===== src/rtl/rlms_pkg.sv =====
// Package for the resample, interpolate and mix unit.
// Holds constants, command codes and shared types. No dependencies.
`timescale 1ns / 1ps
package rlms_pkg;
   localparam int SourceDepth = 4096;
   localparam logic [1:0] CMD_CLEAR = 2'd0;
   localparam logic [1:0] CMD_LOAD = 2'd1;
   localparam logic [1:0] CMD_MIX = 2'd2;
   localparam logic [1:0] CMD_NONE = 2'd3;
   localparam logic [1:0] REG_VOLUME = 2'd0;
   localparam logic [1:0] REG_RATE = 2'd1;
   localparam logic [1:0] REG_FORMAT = 2'd2;
   localparam logic [1:0] REG_MODE = 2'd3;
   localparam logic [15:0] VOLUME_RESET = 16'd16384;
   localparam logic [23:0] RATE_RESET = 24'd65536;

   typedef struct packed {
      logic [1:0] command;
      logic signed [15:0] source_left;
      logic signed [15:0] source_right;
      logic signed [15:0] bus_left;
      logic signed [15:0] bus_right;
   } req_type;

   typedef struct packed {
      logic signed [15:0] mixed_left;
      logic signed [15:0] mixed_right;
      logic applied;
      logic [15:0] mixed_total;
   } rsp_type;

   typedef struct packed {
      logic valid;
      logic stereo;
      logic [15:0] frac;
      logic [15:0] volume;
   } lane_ctl_type;
endpackage


===== src/rtl/rlms_lane.sv =====
// One channel lane: interpolation, volume scaling and saturating mix.
// Depends on rlms_pkg. Five register stages; three of them each hold a multiply.
`timescale 1ns / 1ps
module rlms_lane (
   input logic clock,
   input rlms_pkg::lane_ctl_type ctl,
   input logic signed [15:0] sample_a,
   input logic signed [15:0] sample_b,
   input logic signed [15:0] bus,
   output logic signed [15:0] mixed
);
   logic signed [16:0] diff_ff;
   logic signed [15:0] a_ff, bus1_ff, bus2_ff, bus3_ff;
   logic [15:0] frac_ff, vol1_ff, vol2_ff;
   logic signed [32:0] l_ff;
   logic signed [49:0] s_ff;
   logic signed [66:0] p_ff;
   logic signed [33:0] s_q;
   logic signed [20:0] r_in;
   logic signed [66:0] q_in;

   always_ff @(posedge clock) begin
      diff_ff <= 17'(sample_b) - 17'(sample_a);
      a_ff <= sample_a;
      frac_ff <= ctl.frac;
      vol1_ff <= ctl.volume;
      bus1_ff <= bus;
      l_ff <= (33'(a_ff) <<< 16) + 33'(diff_ff * $signed({1'b0, frac_ff}));
      vol2_ff <= vol1_ff;
      bus2_ff <= bus1_ff;
      s_ff <= 50'(l_ff * $signed({1'b0, vol2_ff}));
      bus3_ff <= bus2_ff;
      p_ff <= 67'($signed(17'sd32767 - 17'(bus3_ff)) * s_q);
      mixed <= r_in > 21'sd32767 ? 16'sh7fff
               : (r_in < -21'sd32768 ? 16'sh8000 : r_in[15:0]);
   end

   // Truncating division toward zero by 65536.
   assign s_q = 34'((s_ff + (s_ff < 0 ? 50'sd65535 : 50'sd0)) >>> 16);

   logic signed [15:0] bus4_ff;
   always_ff @(posedge clock) begin
      bus4_ff <= bus3_ff;
   end

   // Division by 32767*16384: a shift by 14, then a shift-and-add estimate of the
   // quotient by 32767 that is at most two short, corrected from the remainder.
   logic [48:0] mag;
   logic [48:0] num;
   logic [48:0] quo;
   logic [48:0] rem;
   always_comb begin
      mag = p_ff < 0 ? 49'(-p_ff) : 49'(p_ff);
      num = mag >> 14;
      quo = (num >> 15) + (num >> 30);
      rem = num - ((quo << 15) - quo);
      if (rem >= 49'd65534) begin
         quo = quo + 49'd2;
      end else if (rem >= 49'd32767) begin
         quo = quo + 49'd1;
      end
      q_in = p_ff < 0 ? -67'(quo) : 67'(quo);
      r_in = 21'(q_in) + 21'(bus4_ff);
   end

   logic unused;
   assign unused = ctl.valid ^ ctl.stereo;
endmodule


===== config.mk =====
export PLATFORM = sky130hd
export DESIGN_NAME = rlms_lane
export DESIGN_NICKNAME = d
export VERILOG_FILES = /design/src/rtl/rlms_pkg.sv /design/src/rtl/rlms_lane.sv
export SDC_FILE = /design/constraint.sdc
export NUM_CORES = 2
export LEC_CHECK = 0
export BUFFER_PORTS_ARGS = -buffer_cell sky130_fd_sc_hd__buf_2
export CORE_MARGIN = 2
export CORE_UTILIZATION = 65
export CTS_CLUSTER_SIZE = 8
export DETAILED_ROUTE_END_ITERATION = 7
export PLACE_DENSITY = 0.9
export SLEW_MARGIN = 15
export SYNTH_ARGS = -nofsm -noshare
export SYNTH_HDL_FRONTEND = slang
export SYNTH_SLANG_ARGS = --single-unit

===== constraint.sdc =====
create_clock -name clock -period 40.5 [get_ports clock]
set_clock_uncertainty 0.2 [all_clocks]
set_input_delay 6.075 -clock clock [delete_from_list [all_inputs] [get_ports clock]]
set_output_delay 6.075 -clock clock [all_outputs]
set_load 0.1 [all_outputs]

==> flow_summary_export.csv <==
group,metric,value,unit
clock_tree,cts_resized,0,
global_route,overflow,0,
floorplan,num_io_pins,99,
synthesis,synth_edf_count,0,
timing,timing.final.crit_share,44.66,%
floorplan,initial_core_util,65.33,%
timing,rsz0062_at_grt,"false",
clock_tree,clock_latency,620,ps
global_route,grt_pass1_vias,52110,
floorplan,dieArea,0.09755,sq mm
placement,hpwl,119500,microns
timing,slew_viol_final,0,
clock_tree,cts.htree.levels,2,
detailed_routing,drt_first_iter_violations,3314,
synthesis,netlist_instances,6776,
detailed_routing,via_per_inst,5.748,
cells_and_area,final_common_cell,"inv_1",
floorplan,die_w,312.3,microns
clock_tree,cts.clk_slew.worst_paths,60,ps
cells_and_area,most-common-layout-cells,"inv_1 (1533), fa_1 (1321), nand2_1 (598)",
clock_tree,root_buffer,"clkbuf_16",
detailed_routing,vias,46220,
floorplan,rows,113,
worst_setup_path,crit_arrival,18340,ps
clock_tree,post-cts-setup-buffers,0,
timing,slew_headroom,23.40,%
global_route,antenna_found_initial,1,
floorplan,fp.coreArea,0.09459,sq mm
placement,numPortBuffers,96,
detailed_routing,antenna_left,0,
detailed_routing,wl,150000,microns
synthesis,yosys.cell_types.count,94,
synthesis,syn-num-nets,8654,
clock_tree,cts-buffers-inserted,45,
synthesis,postSynth.asyncResetShare,0,%
clock_tree,clock-sinks,294,
synthesis,ys_seq_area_share,9.525,%
detailed_routing,drc,0,
detailed_routing,dr.pass1.iters,7,
synthesis,yosysWarnings,0,
cells_and_area,syn2layout_area_growth,5.032,%
worst_setup_path,cp_data_required_time,40750,ps
timing,hold_viol_final,0,
cells_and_area,drive_above_1_share,8.074,%
worst_setup_path,ff2ff_path_depth,68,
worst_setup_path,crit_top_cell,"a21oi_1",
synthesis,ys_ff_latch,294,
global_route,grt_max_degree,74,
global_route,grt_pass1_wl,251200,microns
floorplan,die_y,312.3,microns
synthesis,ys.flop_type,"dfxtp_1",
worst_hold_path,min_path_cells,0,
worst_setup_path,crit_type,"flop to flop",
worst_hold_path,min_path_type,"flop to flop",
timing,fmax,55.28,MHz
worst_setup_path,start_kind,"flop",
cells_and_area,finish.net_count,8640,
synthesis,syn-mean-instance-area,9.119,sq um
synthesis,synth_area,0.06179,sq mm
worst_setup_path,slowest_delay,840,ps
timing,post-route-min-period,18090,ps
detailed_routing,wl_per_cell,18.66,microns
clock_tree,cts_tree,"yes",
timing,fin_tns_setup,0,ps
worst_setup_path,setup.worst_path.end_class,"flop",
timing,finalSetupViolCount,0,
flow_run,max_cap_viol_count,0,
worst_setup_path,crit_slowest_cell,"mux2i_1",
status,status,"finished clean",
placement,gp_congestion,0.9772,
global_route,track_usage,31.94,%
clock_tree,hold_buffers,0,
timing,worst_slew_pin_slew,1137,ps
clock_tree,clock_path_buffers,3,
worst_setup_path,path_max_fanout,15,
[area by class of cell]
| class | count | area, sq um |
|---|---|---|
| clock inverters | 6 | 58.81 |
| inverters | 1535 | 5762 |
| repair buffers | 177 | 1089 |
| diodes | 1 | 2.502 |
| well taps | 1265 | 1583 |
| flip-flops and latches | 294 | 5891 |
| multi-input cells | 4709 | 49280 |
| fillers | 6439 | 29680 |
| clock buffers | 54 | 1232 |
[cell families (layout without fill, tap and decap cells)]
logic type / Yosys count / in the layout / share of synthesized area, %
AOI/OAI and AO/OA: 549 / 549 / 6.050
xor gates and xnor gates: 332 / 332 / 4.827
adders and majority gates: 1799 / 1799 / 52.46
buffers and inverters: 1773 / 1772 / 10.79
DFF: 294 / 294 / 9.525
muxes: 16 / 16 / 0.2693
other: 0 / 1 / 0
and+or+nand+nor: 2013 / 2013 / 16.08
[synth_stat cells (5+ instances only)]
master,instances,share of area [%]
nor3b_1,5,0.061
o21a_1,22,0.27
ha_1,474,9.6
a21boi_0,18,0.22
mux2_2,5,0.091
nor2_1,462,2.8
fa_1,1321,43
nand3_1,64,0.52
a2111oi_0,7,0.099
nor4_1,16,0.16
o211ai_1,9,0.11
o21ai_1,16,0.13
nor2b_1,23,0.23
xor2_1,105,1.5
or4_1,10,0.12
o21ai_0,111,0.90
a211oi_1,19,0.23
a31oi_1,18,0.18
inv_1,1533,9.3
xnor2_1,221,3.1
a21oi_1,122,0.99
clkbuf_1,220,1.3
dfxtp_1,294,9.5
nand4_1,20,0.20
o31a_1,9,0.13
o2111ai_1,5,0.071
and2_1,355,3.6
o41ai_1,13,0.18
a21o_1,74,0.90
buf_1,8,0.049
mux2i_1,11,0.18
or2_2,271,2.7
nor3_1,68,0.55
nand2b_1,36,0.36
and4_1,10,0.14
nand2_1,598,3.6
o31ai_1,24,0.29
or3_1,28,0.28
o21bai_1,20,0.24
buf_2,9,0.073
and3_1,19,0.19
nand3b_1,7,0.085
[stage by stage]
stage               worst slack, ps  hold WS (ps)  cell area [sq um]  instances  utilization, %
finish                        22410         120.1              64900       8041           68.62
global route                  20920         125.7              64900       8040           68.61
CTS                           22600         118.9              64890       8040           68.60
detailed placement            22710         112.1              63600       7980           67.24
global placement              23100         110.9              63600       7980           67.24
floorplan                     25880         109.6              61790       6776               -
[routing by layer]
| metal | up-vias | part of all wire (%) | track usage, % | wire length, microns |
|---|---|---|---|---|
| li1 | 20260 | - | - | - |
| met1 | 22880 | 35 | 36.58 | 52870 |
| met2 | 2352 | 50 | 55.98 | 74920 |
| met3 | 735 | 8.7 | 6.423 | 12990 |
| met4 | 2 | 6.1 | 17.89 | 9211 |
| met5 | - | 0.0087 | 0 | 13 |
[registers in the layout, summed over array words and instances (netlist names)]
register / count
s_ff: 50
bus2_ff: 16
vol1_ff: 16
frac_ff: 16
a_ff: 16
diff_ff: 17
bus4_ff: 16
bus3_ff: 16
bus1_ff: 16
p_ff: 50
mixed: 16
vol2_ff: 16
l_ff: 33
[critical path, delay by kind of cell, from the launching register on]
family                   cells  cell delay, ps
AO/OA/AOI/OAI               31            6700
XOR/XNOR                     5            1510
adder cells (fa/ha/maj)      7            2480
buffers and inverters        5             960
flip-flops                   1             360
multiplexers                 1             840
AND/OR/NAND/NOR             19            4840
[final timing paths]
kind                                  from  slack (ps)         end
worst min register to register  bus1_ff[3]         120  bus2_ff[3]
worst min-delay path            bus1_ff[3]         120  bus2_ff[3]
worst max-delay path              p_ff[35]       22410    mixed[6]
worst max register to register    p_ff[35]       22410    mixed[6]
Power is left out: the tool's default activity adds up to more than one toggle a clock period on the data nets, which glitch-free logic cannot reach.
